**src/rtl/core/scts_pkg.sv**
```systemverilog
// shared types and constants for the serial command trigger scheduler
package scts_pkg;

   // command bytes
   localparam logic [7:0] CMD_PERIOD   = 8'h66;
   localparam logic [7:0] CMD_PAUSE    = 8'h70;
   localparam logic [7:0] CMD_RESUME   = 8'h72;
   localparam logic [7:0] CMD_SINGLE   = 8'h74;
   localparam logic [7:0] CMD_INTERVAL = 8'h64;

   // event kinds
   localparam logic KIND_BYTE = 1'b0;
   localparam logic KIND_TICK = 1'b1;

   localparam int PERIOD_W   = 8;
   localparam int INTERVAL_W = 14;
   localparam int RELOAD_W   = 14;
   localparam int CLOCK_W    = 8;

   localparam logic [PERIOD_W-1:0]   PERIOD_MIN     = 8'd5;
   localparam logic [PERIOD_W-1:0]   PERIOD_MAX     = 8'd250;
   localparam logic [15:0]           INTERVAL_MIN   = 16'd100;
   localparam logic [15:0]           INTERVAL_MAX   = 16'd10000;
   localparam logic [PERIOD_W-1:0]   PERIOD_RESET   = 8'd33;
   localparam logic [INTERVAL_W-1:0] INTERVAL_RESET = 14'd218;
   localparam logic [RELOAD_W-1:0]   RELOAD_RESET   = 14'd51;
   localparam logic [7:0]            ELAPSED_MAX    = 8'd255;

   // divide by 1000 as a multiply by ceil(2^32 / 1000), exact for products below 2^22
   localparam int unsigned NS_PER_US   = 1000;
   localparam int unsigned RECIP_SHIFT = 32;
   localparam int unsigned RECIP       = 4294968;
   localparam int unsigned CLOCK_RESET = 240;
   localparam int SCALE_W = 31;
   localparam int PROD_W  = SCALE_W + INTERVAL_W;
   localparam int TICKS_W = PROD_W - RECIP_SHIFT;
   localparam logic [SCALE_W-1:0] SCALE_RESET = SCALE_W'(CLOCK_RESET * RECIP);

   typedef struct packed {
      logic       kind;
      logic [7:0] byte_value;
   } event_type;

   typedef struct packed {
      logic                  fire_single;
      logic                  fire_periodic;
      logic [PERIOD_W-1:0]   period_ms;
      logic                  running;
      logic [INTERVAL_W-1:0] sample_interval_ns;
      logic [RELOAD_W-1:0]   timer_reload;
   } result_type;

endpackage

```
**src/rtl/core/scts_req_if.sv**
```systemverilog
// request channel: command bytes and millisecond ticks
interface scts_req_if;
   logic       valid;
   logic       ready;
   logic       kind;
   logic [7:0] byte_value;

   modport source (output valid, output kind, output byte_value, input ready);
   modport sink   (input valid, input kind, input byte_value, output ready);
endinterface

```
**src/rtl/core/scts_rsp_if.sv**
```systemverilog
// response channel: trigger flags and current settings
interface scts_rsp_if;
   logic        valid;
   logic        ready;
   logic        fire_single;
   logic        fire_periodic;
   logic [7:0]  period_ms;
   logic        running;
   logic [13:0] sample_interval_ns;
   logic [13:0] timer_reload;

   modport source (output valid, output fire_single, output fire_periodic,
                   output period_ms, output running, output sample_interval_ns,
                   output timer_reload, input ready);
   modport sink   (input valid, input fire_single, input fire_periodic,
                   input period_ms, input running, input sample_interval_ns,
                   input timer_reload, output ready);
endinterface

```
**src/rtl/core/scts_csr_if.sv**
```systemverilog
// configuration write channel for the timer clock register
interface scts_csr_if;
   logic       valid;
   logic       ready;
   logic [7:0] data;

   modport source (output valid, output data, input ready);
   modport sink   (input valid, input data, output ready);
endinterface

```
**src/rtl/core/scts_cfg.sv**
```systemverilog
// timer clock register, held as clock times the reciprocal of 1000
module scts_cfg (
   input  logic                            clock,
   input  logic                            reset,
   input  logic                            write_en,
   input  logic [scts_pkg::CLOCK_W-1:0]    write_data,
   output logic [scts_pkg::SCALE_W-1:0]    scale
);

   logic [scts_pkg::SCALE_W-1:0] scale_ff;
   logic [scts_pkg::SCALE_W-1:0] scale_in;

   always_comb begin
      scale_in = scale_ff;
      if (write_en) begin
         scale_in = scts_pkg::SCALE_W'(32'(write_data) * scts_pkg::RECIP);
      end
   end

   always_ff @(posedge clock) begin
      if (reset) begin
         scale_ff <= scts_pkg::SCALE_RESET;
      end else begin
         scale_ff <= scale_in;
      end
   end

   assign scale = scale_ff;

endmodule

```
**src/rtl/core/scts_engine.sv**
```systemverilog
// command parser, trigger state and reload calculation
module scts_engine (
   input  logic                         clock,
   input  logic                         reset,
   input  logic                         step,
   input  scts_pkg::event_type          ev,
   input  logic [scts_pkg::SCALE_W-1:0] scale,
   output scts_pkg::result_type         result
);

   typedef enum logic [1:0] {
      MODE_IDLE     = 2'd0,
      MODE_PERIOD   = 2'd1,
      MODE_INTERVAL = 2'd2
   } mode_type;

   mode_type                            mode_ff, mode_in;
   logic [7:0]                          low_byte_ff, low_byte_in;
   logic                                byte_count_ff, byte_count_in;
   logic [scts_pkg::PERIOD_W-1:0]       period_ff, period_in;
   logic                                active_ff, active_in;
   logic                                pending_ff, pending_in;
   logic [scts_pkg::INTERVAL_W-1:0]     interval_ff, interval_in;
   logic [scts_pkg::RELOAD_W-1:0]       reload_ff, reload_in;
   logic [7:0]                          elapsed_ff, elapsed_in;

   logic [15:0]                         word;
   logic                                word_ok;
   logic [scts_pkg::PROD_W-1:0]         prod;
   logic [scts_pkg::TICKS_W-1:0]        ticks;
   logic [scts_pkg::RELOAD_W-1:0]       new_reload;
   logic [7:0]                          elapsed_up;
   logic                                fire_s, fire_p;

   // interval word and its reload value
   assign word    = {ev.byte_value, low_byte_ff};
   assign word_ok = (word >= scts_pkg::INTERVAL_MIN) && (word <= scts_pkg::INTERVAL_MAX);
   assign prod    = scts_pkg::PROD_W'(word[scts_pkg::INTERVAL_W-1:0])
                  * scts_pkg::PROD_W'(scale);
   assign ticks   = prod[scts_pkg::PROD_W-1:scts_pkg::RECIP_SHIFT];
   assign new_reload = (ticks != '0) ? scts_pkg::RELOAD_W'(ticks - 1'b1) : '0;

   assign elapsed_up = (elapsed_ff < scts_pkg::ELAPSED_MAX) ? elapsed_ff + 8'd1 : elapsed_ff;

   always_comb begin
      mode_in       = mode_ff;
      low_byte_in   = low_byte_ff;
      byte_count_in = byte_count_ff;
      period_in     = period_ff;
      active_in     = active_ff;
      pending_in    = pending_ff;
      interval_in   = interval_ff;
      reload_in     = reload_ff;
      elapsed_in    = elapsed_ff;
      fire_s        = 1'b0;
      fire_p        = 1'b0;
      if (step) begin
         if (ev.kind == scts_pkg::KIND_BYTE) begin
            case (mode_ff)
               MODE_IDLE: begin
                  case (ev.byte_value)
                     scts_pkg::CMD_PERIOD:   mode_in = MODE_PERIOD;
                     scts_pkg::CMD_PAUSE:    active_in = 1'b0;
                     scts_pkg::CMD_RESUME:   active_in = 1'b1;
                     scts_pkg::CMD_SINGLE:   pending_in = 1'b1;
                     scts_pkg::CMD_INTERVAL: begin
                        mode_in       = MODE_INTERVAL;
                        byte_count_in = 1'b0;
                     end
                     default: ;
                  endcase
               end
               MODE_PERIOD: begin
                  if (ev.byte_value >= scts_pkg::PERIOD_MIN &&
                      ev.byte_value <= scts_pkg::PERIOD_MAX) begin
                     period_in = ev.byte_value;
                  end
                  mode_in = MODE_IDLE;
               end
               MODE_INTERVAL: begin
                  if (!byte_count_ff) begin
                     low_byte_in   = ev.byte_value;
                     byte_count_in = 1'b1;
                  end else begin
                     if (word_ok) begin
                        interval_in = word[scts_pkg::INTERVAL_W-1:0];
                        reload_in   = new_reload;
                     end
                     byte_count_in = 1'b0;
                     mode_in       = MODE_IDLE;
                  end
               end
               default: mode_in = MODE_IDLE;
            endcase
         end else begin
            if (pending_ff) begin
               pending_in = 1'b0;
               fire_s     = 1'b1;
            end
            elapsed_in = elapsed_up;
            if (active_ff && elapsed_up >= period_ff) begin
               fire_p     = 1'b1;
               elapsed_in = '0;
            end
         end
      end
   end

   always_ff @(posedge clock) begin
      if (reset) begin
         mode_ff       <= MODE_IDLE;
         low_byte_ff   <= '0;
         byte_count_ff <= 1'b0;
         period_ff     <= scts_pkg::PERIOD_RESET;
         active_ff     <= 1'b0;
         pending_ff    <= 1'b0;
         interval_ff   <= scts_pkg::INTERVAL_RESET;
         reload_ff     <= scts_pkg::RELOAD_RESET;
         elapsed_ff    <= '0;
      end else begin
         mode_ff       <= mode_in;
         low_byte_ff   <= low_byte_in;
         byte_count_ff <= byte_count_in;
         period_ff     <= period_in;
         active_ff     <= active_in;
         pending_ff    <= pending_in;
         interval_ff   <= interval_in;
         reload_ff     <= reload_in;
         elapsed_ff    <= elapsed_in;
      end
   end

   // fields show the state after this request
   always_comb begin
      result.fire_single        = fire_s;
      result.fire_periodic      = fire_p;
      result.period_ms          = period_in;
      result.running            = active_in;
      result.sample_interval_ns = interval_in;
      result.timer_reload       = reload_in;
   end

endmodule

```
**src/rtl/core/serial_command_trigger_scheduler.sv**
```systemverilog
// top level of the serial command trigger scheduler
//
// req_port carries one event per request: kind 0 is a received command byte
// in byte_value, kind 1 is a one millisecond tick. Every request gives exactly
// one response on rsp_port with the single and periodic fire flags and the
// period, running flag, sample interval and timer reload after that event.
// csr_port writes the timer clock in MHz; it is always ready and only takes
// effect at the next valid interval command.
// A request is held in an input register and handled once the output register
// is free or being emptied, when its response is loaded into the output
// register; rsp valid rises after the request has passed both registers.
// One request is taken every cycle while the receiver takes responses; the
// reload multiply sits between the two registers.
// When the receiver stalls the response holds, one further request waits in
// the input register, and req ready drops only once both are full.
// Reset empties both registers and returns all settings to their defaults
// (period 33 ms, paused, interval 218 ns, reload 51, clock 240 MHz); the
// block takes requests from the first cycle after reset.
module serial_command_trigger_scheduler (
   input  logic       clock,
   input  logic       reset,
   scts_req_if.sink   req_port,
   scts_rsp_if.source rsp_port,
   scts_csr_if.sink   csr_port
);

   logic                         in_valid_ff, in_valid_in;
   scts_pkg::event_type          in_event_ff, in_event_in;
   logic                         rsp_valid_ff, rsp_valid_in;
   scts_pkg::result_type         rsp_result_ff, rsp_result_in;

   logic                         advance;
   logic                         take;
   logic                         step;
   logic [scts_pkg::SCALE_W-1:0] scale;
   scts_pkg::result_type         result;

   assign advance = !rsp_valid_ff || rsp_port.ready;
   assign req_port.ready = !in_valid_ff || advance;
   assign take = req_port.valid && req_port.ready;
   assign step = advance && in_valid_ff;
   assign csr_port.ready = 1'b1;

   scts_cfg u_cfg (
      .clock      (clock),
      .reset      (reset),
      .write_en   (csr_port.valid && csr_port.ready),
      .write_data (csr_port.data),
      .scale      (scale)
   );

   scts_engine u_engine (
      .clock  (clock),
      .reset  (reset),
      .step   (step),
      .ev     (in_event_ff),
      .scale  (scale),
      .result (result)
   );

   always_comb begin
      in_valid_in   = in_valid_ff;
      in_event_in   = in_event_ff;
      rsp_valid_in  = rsp_valid_ff;
      rsp_result_in = rsp_result_ff;
      if (req_port.ready) begin
         in_valid_in = req_port.valid;
      end
      if (take) begin
         in_event_in.kind       = req_port.kind;
         in_event_in.byte_value = req_port.byte_value;
      end
      if (advance) begin
         rsp_valid_in = in_valid_ff;
      end
      if (step) begin
         rsp_result_in = result;
      end
   end

   always_ff @(posedge clock) begin
      if (reset) begin
         in_valid_ff  <= 1'b0;
         rsp_valid_ff <= 1'b0;
      end else begin
         in_valid_ff  <= in_valid_in;
         rsp_valid_ff <= rsp_valid_in;
      end
   end

   // payload registers, no reset
   always_ff @(posedge clock) begin
      in_event_ff   <= in_event_in;
      rsp_result_ff <= rsp_result_in;
   end

   assign rsp_port.valid              = rsp_valid_ff;
   assign rsp_port.fire_single        = rsp_result_ff.fire_single;
   assign rsp_port.fire_periodic      = rsp_result_ff.fire_periodic;
   assign rsp_port.period_ms          = rsp_result_ff.period_ms;
   assign rsp_port.running            = rsp_result_ff.running;
   assign rsp_port.sample_interval_ns = rsp_result_ff.sample_interval_ns;
   assign rsp_port.timer_reload       = rsp_result_ff.timer_reload;

endmodule
```
**src/flat_wrapper.sv**
```systemverilog
// flat-port wrapper written by rule: the top's interface ports become plain ports
module serial_command_trigger_scheduler_flat 
  (clock, reset, req_port_valid, req_port_kind, req_port_byte_value, req_port_ready, rsp_port_valid, rsp_port_fire_single, rsp_port_fire_periodic, rsp_port_period_ms, rsp_port_running, rsp_port_sample_interval_ns, rsp_port_timer_reload, rsp_port_ready, csr_port_valid, csr_port_data, csr_port_ready);
  scts_req_if req_port_i ();
  scts_rsp_if rsp_port_i ();
  scts_csr_if csr_port_i ();
  input  logic clock;
  input  logic reset;
  input wire logic [$bits(req_port_i.valid)-1:0] req_port_valid;
  input wire logic [$bits(req_port_i.kind)-1:0] req_port_kind;
  input wire logic [$bits(req_port_i.byte_value)-1:0] req_port_byte_value;
  output wire logic [$bits(req_port_i.ready)-1:0] req_port_ready;
  output wire logic [$bits(rsp_port_i.valid)-1:0] rsp_port_valid;
  output wire logic [$bits(rsp_port_i.fire_single)-1:0] rsp_port_fire_single;
  output wire logic [$bits(rsp_port_i.fire_periodic)-1:0] rsp_port_fire_periodic;
  output wire logic [$bits(rsp_port_i.period_ms)-1:0] rsp_port_period_ms;
  output wire logic [$bits(rsp_port_i.running)-1:0] rsp_port_running;
  output wire logic [$bits(rsp_port_i.sample_interval_ns)-1:0] rsp_port_sample_interval_ns;
  output wire logic [$bits(rsp_port_i.timer_reload)-1:0] rsp_port_timer_reload;
  input wire logic [$bits(rsp_port_i.ready)-1:0] rsp_port_ready;
  input wire logic [$bits(csr_port_i.valid)-1:0] csr_port_valid;
  input wire logic [$bits(csr_port_i.data)-1:0] csr_port_data;
  output wire logic [$bits(csr_port_i.ready)-1:0] csr_port_ready;
  assign req_port_i.valid = req_port_valid;
  assign req_port_i.kind = req_port_kind;
  assign req_port_i.byte_value = req_port_byte_value;
  assign req_port_ready = req_port_i.ready;
  assign rsp_port_valid = rsp_port_i.valid;
  assign rsp_port_fire_single = rsp_port_i.fire_single;
  assign rsp_port_fire_periodic = rsp_port_i.fire_periodic;
  assign rsp_port_period_ms = rsp_port_i.period_ms;
  assign rsp_port_running = rsp_port_i.running;
  assign rsp_port_sample_interval_ns = rsp_port_i.sample_interval_ns;
  assign rsp_port_timer_reload = rsp_port_i.timer_reload;
  assign rsp_port_i.ready = rsp_port_ready;
  assign csr_port_i.valid = csr_port_valid;
  assign csr_port_i.data = csr_port_data;
  assign csr_port_ready = csr_port_i.ready;
  serial_command_trigger_scheduler u_core (.clock(clock), .reset(reset), .req_port(req_port_i), .rsp_port(rsp_port_i), .csr_port(csr_port_i));
endmodule
```
**config.mk**
```make
export PLATFORM = sky130hd
export DESIGN_NAME = serial_command_trigger_scheduler_flat
export DESIGN_NICKNAME = d
export VERILOG_FILES = /design/src/rtl/core/scts_pkg.sv /design/src/rtl/core/scts_req_if.sv /design/src/rtl/core/scts_rsp_if.sv /design/src/rtl/core/scts_csr_if.sv /design/src/rtl/core/scts_cfg.sv /design/src/rtl/core/scts_engine.sv /design/src/rtl/core/serial_command_trigger_scheduler.sv /design/src/flat_wrapper.sv
export SDC_FILE = /design/constraint.sdc
export NUM_CORES = 1
export LEC_CHECK = 0
export BUFFER_PORTS_ARGS = -buffer_cell sky130_fd_sc_hd__buf_2
export CAP_MARGIN = 40
export CORE_MARGIN = 4
export CORE_UTILIZATION = 48
export CTS_CLUSTER_SIZE = 20
export DETAILED_ROUTE_END_ITERATION = 7
export GPL_TIMING_DRIVEN = 0
export HOLD_SLACK_MARGIN = 0.1
export SLEW_MARGIN = 20
export SYNTH_ARGS = -nofsm -noshare
export SYNTH_HDL_FRONTEND = slang
export SYNTH_HIERARCHICAL = 1
export SYNTH_SLANG_ARGS = --single-unit
```
**constraint.sdc**
```tcl
create_clock -name clock -period 11 [get_ports clock]
set_input_delay 1.65 -clock clock [delete_from_list [all_inputs] [get_ports clock]]
set_output_delay 1.65 -clock clock [all_outputs]
set_load 0.03 [all_outputs]
```
==> results of run 1 <==
final cells by class:
cell class                 instances  area share (%)
antenna                            4          0.0431
inverter                         412            6.67
clock inverter                    13           0.566
buffer                           125            2.31
multi-input combinational       1743            69.7
tap                              592            3.19
clock buffer                      19            1.96
timing repair buffer              71            1.84
sequential                       135            13.7
power groups by stage:
stage	combinational (mW)	clock [mW]	sequential [mW]
floorplan	2.98	0	0.582
global placement	4.00	0	0.606
detailed placement	4.03	0	0.606
CTS	4.08	0.589	0.596
global route	4.62	0.609	0.599
finish	4.09	0.574	0.596
per-layer routing:
metal	vias up	track usage [%]	wire, um
met5	-	0	67
met4	4	8.11	1620
met3	91	5.70	3980
met2	545	42.1	27900
met1	8612	35.9	27200
li1	7831	-	-
cells in the final DEF, fill, tap and decap left out, types with 9 or more instances in the layout:
master     count
a21o_1        15
ha_1         188
o211ai_1      14
dfxtp_1       87
o31ai_1       10
a31oi_1        9
clkbuf_16     18
or3_1         11
fa_1         360
nand2_1      410
mux2i_1       23
nor2_1        77
a21oi_1       80
nor2b_1       13
nand4_1       27
inv_1        410
nor4_1         9
and2_1       187
o21ai_0       52
nand3_1       31
buf_1         14
buf_4         10
xnor2_1       22
nor3_1        22
buf_2         64
nand2b_1      21
edfxtp_1      48
xor2_1        11
clkbuf_1      97
synthesized netlist by cell type (7+ instances only):
library cell  count
and2_1          187
nor4_1            9
a211o_1           8
o211ai_1         14
o21a_1            7
nand2_1         410
xor2_1           11
or3_1            11
a21o_1           15
a21oi_1          80
nand4_1          27
fa_1            360
ha_1            188
inv_1           410
o21ai_1           7
a31oi_1           9
or4_1             7
edfxtp_1         48
nor2_1           77
o31ai_1          10
nor3_1           22
clkbuf_1         96
dfxtp_1          87
o21ai_0          52
nand2b_1         21
nor2b_1          13
xnor2_1          22
nand3_1          31
buf_1            14
mux2i_1          23
buf_4             9
stage by stage:
| stage | hold slack, ns | cell area (um2) |
|---|---|---|
| 2_1_floorplan | 0.436 | 21400 |
| 3_3_place_gp | 0.444 | 22500 |
| 3_5_place_dp | 0.455 | 22600 |
| 4_1_cts | 0.469 | 23200 |
| 5_1_grt | 0.502 | 23200 |
| 6_report | 0.468 | 23200 |
cells by family after synthesis:
| family | Yosys count |
|---|---|
| and+or+nand+nor | 860 |
| AOI/OAI and AO/OA | 271 |
| xor gates and xnor gates | 33 |
| buffers and inverters | 537 |
| other | 2 |
| adders and majority gates | 548 |
| DFF | 135 |
| muxes | 27 |
final timing paths:
kind	from	end	slack, ns	cells after the start
setup / recovery	u_core/in_event_ff[0]	u_core/rsp_port.timer_reload[9]	1.69	23
hold / removal	u_core/u_engine/reload_ff[5]	u_core/u_engine/reload_ff[5]	0.47	1
setup reg to reg	u_core/in_event_ff[0]	u_core/rsp_port.timer_reload[9]	1.69	23
hold reg to reg	u_core/u_engine/reload_ff[5]	u_core/u_engine/reload_ff[5]	0.47	1
critical path, stage by stage (launching register included):
cell	delay (ns)
edfxtp_1	0.44
clkbuf_1	0.66
clkbuf_1	0.66
nand2_1	0.19
fa_1	0.58
inv_1	0.06
fa_1	0.56
fa_1	0.43
fa_1	0.45
fa_1	0.53
inv_1	0.06
fa_1	0.48
inv_1	0.04
ha_1	0.35
nand3_1	0.21
o41ai_1	0.57
nand4_1	0.15
o32ai_1	0.59
o21ai_0	0.24
a222oi_1	0.71
nand3b_1	0.36
or3_1	0.39
a211o_1	0.33
nand2_1	0.08
flip-flops by register name (all words and copies together) (netlist names):
| register | flops |
|---|---|
| u_core/u_cfg/scale | 28 |
| u_core/rsp_port.sample_interval_ns | 14 |
| u_core/rsp_port.timer_reload | 14 |
| u_core/u_engine/interval_ff | 14 |
| u_core/u_engine/reload_ff | 14 |
| u_core/in_event_ff | 9 |
| u_core/rsp_port.period_ms | 8 |
| u_core/u_engine/elapsed_ff | 8 |
| u_core/u_engine/low_byte_ff | 8 |
| u_core/u_engine/period_ff | 8 |
| u_core/u_engine/mode_ff | 2 |
| u_core/in_valid_ff | 1 |
| u_core/rsp_port.fire_periodic | 1 |
| u_core/rsp_port.fire_single | 1 |
| u_core/rsp_port.running | 1 |
| u_core/rsp_port.valid | 1 |
| u_core/u_engine/active_ff | 1 |
| u_core/u_engine/byte_count_ff | 1 |
| u_core/u_engine/pending_ff | 1 |
==> out/qor.csv, run 1 <==
stage,metric,value,unit
yosys,ys.flop_type,dfxtp_1,
yosys,yosys_warnings,6,
clock_network,cts_buffer_depth,2,
timing,worst-slew-pin-transition,0.955,ns
timing,post-route-min-period,9.31,ns
timing,fin_ws,1.69,ns
floorplan,die_h,219,um
layout,fin_cells,3114,
place,routabilityCongestion,0.920,
layout,seqCellArea,3180,um2
yosys,synth-xor-area-share,1.35,%
place,dp.final_hpwl,50000,um
power_and_ir_drop,power,5.26,mW
setup_path,endpoint_kind,register,
layout,fin_nets,3075,
clock_network,holdBufCountCts,0,
layout,drive_gt1_share,5.96,%
layout,area_delta_synth_final,8.27,%
setup_path,cp-start-kind,register,
layout,final_core_utilization,52.5,%
yosys,synth-simple-area-share,19.8,%
timing,relSlewSlack,36.4,%
power_and_ir_drop,pwr-share-clk,10.9,%
yosys,ys_seq_elements,135,
flow_run,drv_cap,0,
yosys,muxShareOfSynthArea,1.28,%
power_and_ir_drop,p_leak,10.9,nW
timing,fmax,0.107,GHz
power_and_ir_drop,netSwitchingFraction,54.0,%
yosys,synth_area,21400,um2
yosys,synth_top_family_by_area,adder cells,
timing,rsz0062_at_grt,no,
power_and_ir_drop,combPwrFrac,77.8,%
routing,detail_route.wirelength,60800,um
yosys,yosysTopAreaCellShare,33.6,%
routing,wire_per_inst,19.5,um
layout,fillerInstances,4150,
global_route,grt_usage,26.3,%
routing,via_count,17083,
floorplan,die_w,219,um
power_and_ir_drop,switchingPower,2.84,mW
yosys,synth_cell_type_count,89,
routing,drcViolationCount,0,
floorplan,fp.coreArea,44200,um2
timing,finalSetupTns,0,ns
clock_network,clkTransAtPathRegs,0.06,ns
global_route,grt_max_degree,35,
timing,hold_viol_final,0,
routing,vias_per_cell,5.49,
yosys,syn_area_per_cell,8.88,um2
clock_network,cts_tree,built,
outcome,status,"finished, final reports clean",
layout,multi_input_area,16200,um2
timing,setup_viol,0,
power_and_ir_drop,p_int,2.42,mW
floorplan,io-pin-count,64,
routing,final_antenna_net_count,0,
floorplan,dieArea,48100,um2
clock_network,h-tree-depth,4,
setup_path,required,11.33,ns
power_and_ir_drop,irDropWorstVdd,0.190,mV
clock_network,cts_resized,0,
timing,slew_viol_final,0,
clock_network,clkSinkCount,135,
yosys,synth-adder-area-share,44.6,%
place,io_buffers,62,
setup_path,criticalPathCategory,reg -> reg,
global_route,grt_pass1_wl,96900,um
place,dp_cells,3075,
global_route,antenna_found_initial,1,
place,place_ws,1.89,ns
yosys,synth.area.top_cells,"fa_1, ha_1, dfxtp_1",
yosys,synth_edf_count,48,
floorplan,initial_core_util,48.5,%
setup_path,cp_max_fo,10,
yosys,async_reset_ff_share,0,%
power_and_ir_drop,power_density,227,nW/um2
floorplan,num_rows,77,
setup_path,arrival,9.64,ns
global_route,grt_pass1_vias,17768,
yosys,ys_seq_area_share,14.9,%
clock_network,numCtsBuffers,17,
yosys,synthCells,2413,
yosys,yosysTopAreaCell,fa_1,
yosys,synth-compound-area-share,8.39,%
routing,firstDrtPassIters,6,
timing,fin_worst_skew,0.0114,ns
power_and_ir_drop,seq_power_share,11.3,%
routing,drt_iter0_drc,1077,
global_route,grt_overflow,0,
clock_network,clk_latency,0.46,ns
clock_network,post_cts_buffers,0,
timing,fin_crit_sh,84.6,%
clock_network,cts_root_buffer,clkbuf_16,
worst_hold_path,hold_class,reg -> reg,
(Power assumes the default switching activity.)
==> run 2, diff against run 1 <==
Settings changed: PLACE_DENSITY set to 0.67.
Clock period 11 ns to 7.6 ns, I/O delays scaled along.
==> run 2 against run 1 <==
Highest routed layer unchanged. Sequential power is 45% higher. Hold slack worse by 0.0069 ns. Die area stayed put. Clock skew is 0.0083 ns higher. Wire length is 0.61% higher. Sequential share of layout area is 0.33 points lower. Via count is 0.84% higher.
==> out/qor.csv, run 2 (synthesized netlist as in run 1, its figures left out) <==
stage,metric,value,unit
layout,fin_cells,3120,
clock_network,h-tree-depth,4,
layout,largest_reg_flops,28,
setup_path,max_stage_delay,0.53,ns
power_and_ir_drop,power,8.19,mW
place,routabilityCongestion,0.933,
power_and_ir_drop,p_leak,11.3,nW
power_and_ir_drop,power_density,341,nW/um2
floorplan,die_h,219,um
clock_network,numCtsBuffers,17,
floorplan,fp.coreArea,44200,um2
worst_hold_path,hold_class,reg -> reg,
global_route,antenna_found_initial,3,
layout,drive_gt1_share,12.5,%
floorplan,initial_core_util,48.5,%
routing,via_count,17227,
timing,hold_viol_final,0,
timing,slew_viol_final,0,
outcome,status,"finished, final reports clean",
routing,final_antenna_net_count,0,
clock_network,holdBufCountCts,0,
layout,antenna_cells,0,
setup_path,required,7.91,ns
timing,finalSetupTns,0,ns
setup_path,crit_path_frequent_cell,fa_1,
routing,wire_per_inst,19.6,um
setup_path,r2r_end,u_core/rsp_port.timer_reload[10],
worst_hold_path,min_from,u_core/u_engine/reload_ff[11],
setup_path,cpMaxStageDelayCell,fa_1,
clock_network,cts_tree,built,
power_and_ir_drop,irDropWorstVdd,0.311,mV
setup_path,cp_max_fo,10,
timing,fin_crit_sh,98.6,%
setup_path,arrival,7.80,ns
layout,fillerInstances,4022,
global_route,grt_pass1_wl,97300,um
timing,rsz0062_at_grt,yes,
setup_path,criticalPathCategory,reg -> reg,
clock_network,cts_buffer_depth,2,
worst_hold_path,hold_path_end,u_core/u_engine/reload_ff[11],
routing,detail_route.wirelength,61200,um
worst_hold_path,holdPathStages,2,
global_route,grt_pass1_vias,18136,
routing,drcViolationCount,0,
setup_path,cp-start-kind,register,
routing,drt_iter0_drc,1344,
floorplan,dieArea,48100,um2
timing,fmax,0.134,GHz
setup_path,endpoint_kind,register,
place,dp_cells,3076,
layout,final_core_utilization,54.2,%
clock_network,clkTransAtPathRegs,0.06,ns
global_route,grt_max_degree,32,
floorplan,die_w,219,um
setup_path,r2r_cells,25,
routing,vias_per_cell,5.52,
setup_path,ff2ff_setup_slack,0.11,ns
timing,relSlewSlack,49.3,%
layout,final_common_cell,inv_1,
clock_network,cts_root_buffer,clkbuf_16,
timing,worst-slew-pin-transition,0.761,ns
timing,setup_viol,0,
floorplan,io-pin-count,64,
layout,fin_nets,3085,
place,io_buffers,62,
timing,fin_worst_skew,0.0197,ns
layout,mostFrequentLayoutCells,"inv_1, nand2_1, fa_1",
setup_path,reg2reg_from,u_core/in_event_ff[5],
timing,fin_hold_ws,0.461,ns
clock_network,clk_latency,0.44,ns
layout,area_delta_synth_final,11.9,%
global_route,grt_usage,26.1,%
routing,firstDrtPassIters,5,
global_route,grt_overflow,0,
clock_network,clkSinkCount,135,
floorplan,num_rows,77,
flow_run,drv_cap,0,
place,dp.final_hpwl,49200,um
timing,post-route-min-period,7.49,ns
run 2: final cells by class:
type / count / area [um2] / area share (%)
timing repair buffer: 97 / 634 / 2.64
multi-input combinational: 1743 / 16600 / 69.1
clock buffer: 19 / 433 / 1.80
inverter: 412 / 1550 / 6.45
sequential: 135 / 3210 / 13.4
tap: 592 / 741 / 3.09
buffer: 109 / 712 / 2.97
clock inverter: 13 / 121 / 0.506
run 2: routing by layer:
metal | wire length [um] | vias up | global-route usage (%)
li1 | - | 7850 | -
met1 | 25400 | 8629 | 34.5
met5 | 12 | - | 0
met3 | 4890 | 110 | 5.34
met4 | 2000 | 2 | 8.47
met2 | 28900 | 636 | 43.1
run 2: worst max-delay path: cells and delay by family, from the launching register on:
| family | cells | cell delay (ns) |
|---|---|---|
| buf+inv | 7 | 0.74 |
| compound gates | 4 | 1.10 |
| flops | 1 | 0.47 |
| fa+ha+maj | 7 | 3.20 |
| simple gates | 7 | 1.83 |
run 2: worst max path at each step:
stage,from,end,slack [ns],cells after the start
after floorplan,u_core/in_event_ff[0],u_core/rsp_port.timer_reload[10],0.35,26
after global placement,u_core/in_event_ff[1],u_core/rsp_port.timer_reload[9],-1.43,23
after detailed placement,u_core/in_event_ff[0],u_core/rsp_port.timer_reload[9],-1.50,23
after CTS,u_core/u_cfg/scale[10],u_core/rsp_port.timer_reload[10],0.002,23
after global routing,u_core/in_event_ff[0],u_core/u_engine/reload_ff[7],-0.14,23
final,u_core/in_event_ff[5],u_core/rsp_port.timer_reload[10],0.11,25
run 2: what timing repair did:
action,CTS,global route
resized for setup,123,143
hold endpoints to repair,0,0
cloned,0,2
buffers inserted,13,12
pin swaps,7,19
endpoints found under the setup margin,28,28
run 2: power by group:
group          internal (mW)  leakage (nW)  total, mW  switching [mW]
clock                  0.453         0.257      0.789           0.336
sequential             0.788          1.14      0.864          0.0759
combinational           2.59          9.88       6.53            3.95
total                   3.83          11.3       8.19            4.36
run 2: stage by stage:
step | setup slack, ns | area [um2]
2_1_floorplan | 0.349 | 21400
3_3_place_gp | -1.43 | 22500
3_5_place_dp | -1.50 | 22600
4_1_cts | 0.00236 | 23500
5_1_grt | -0.141 | 24000
6_report | 0.110 | 24000
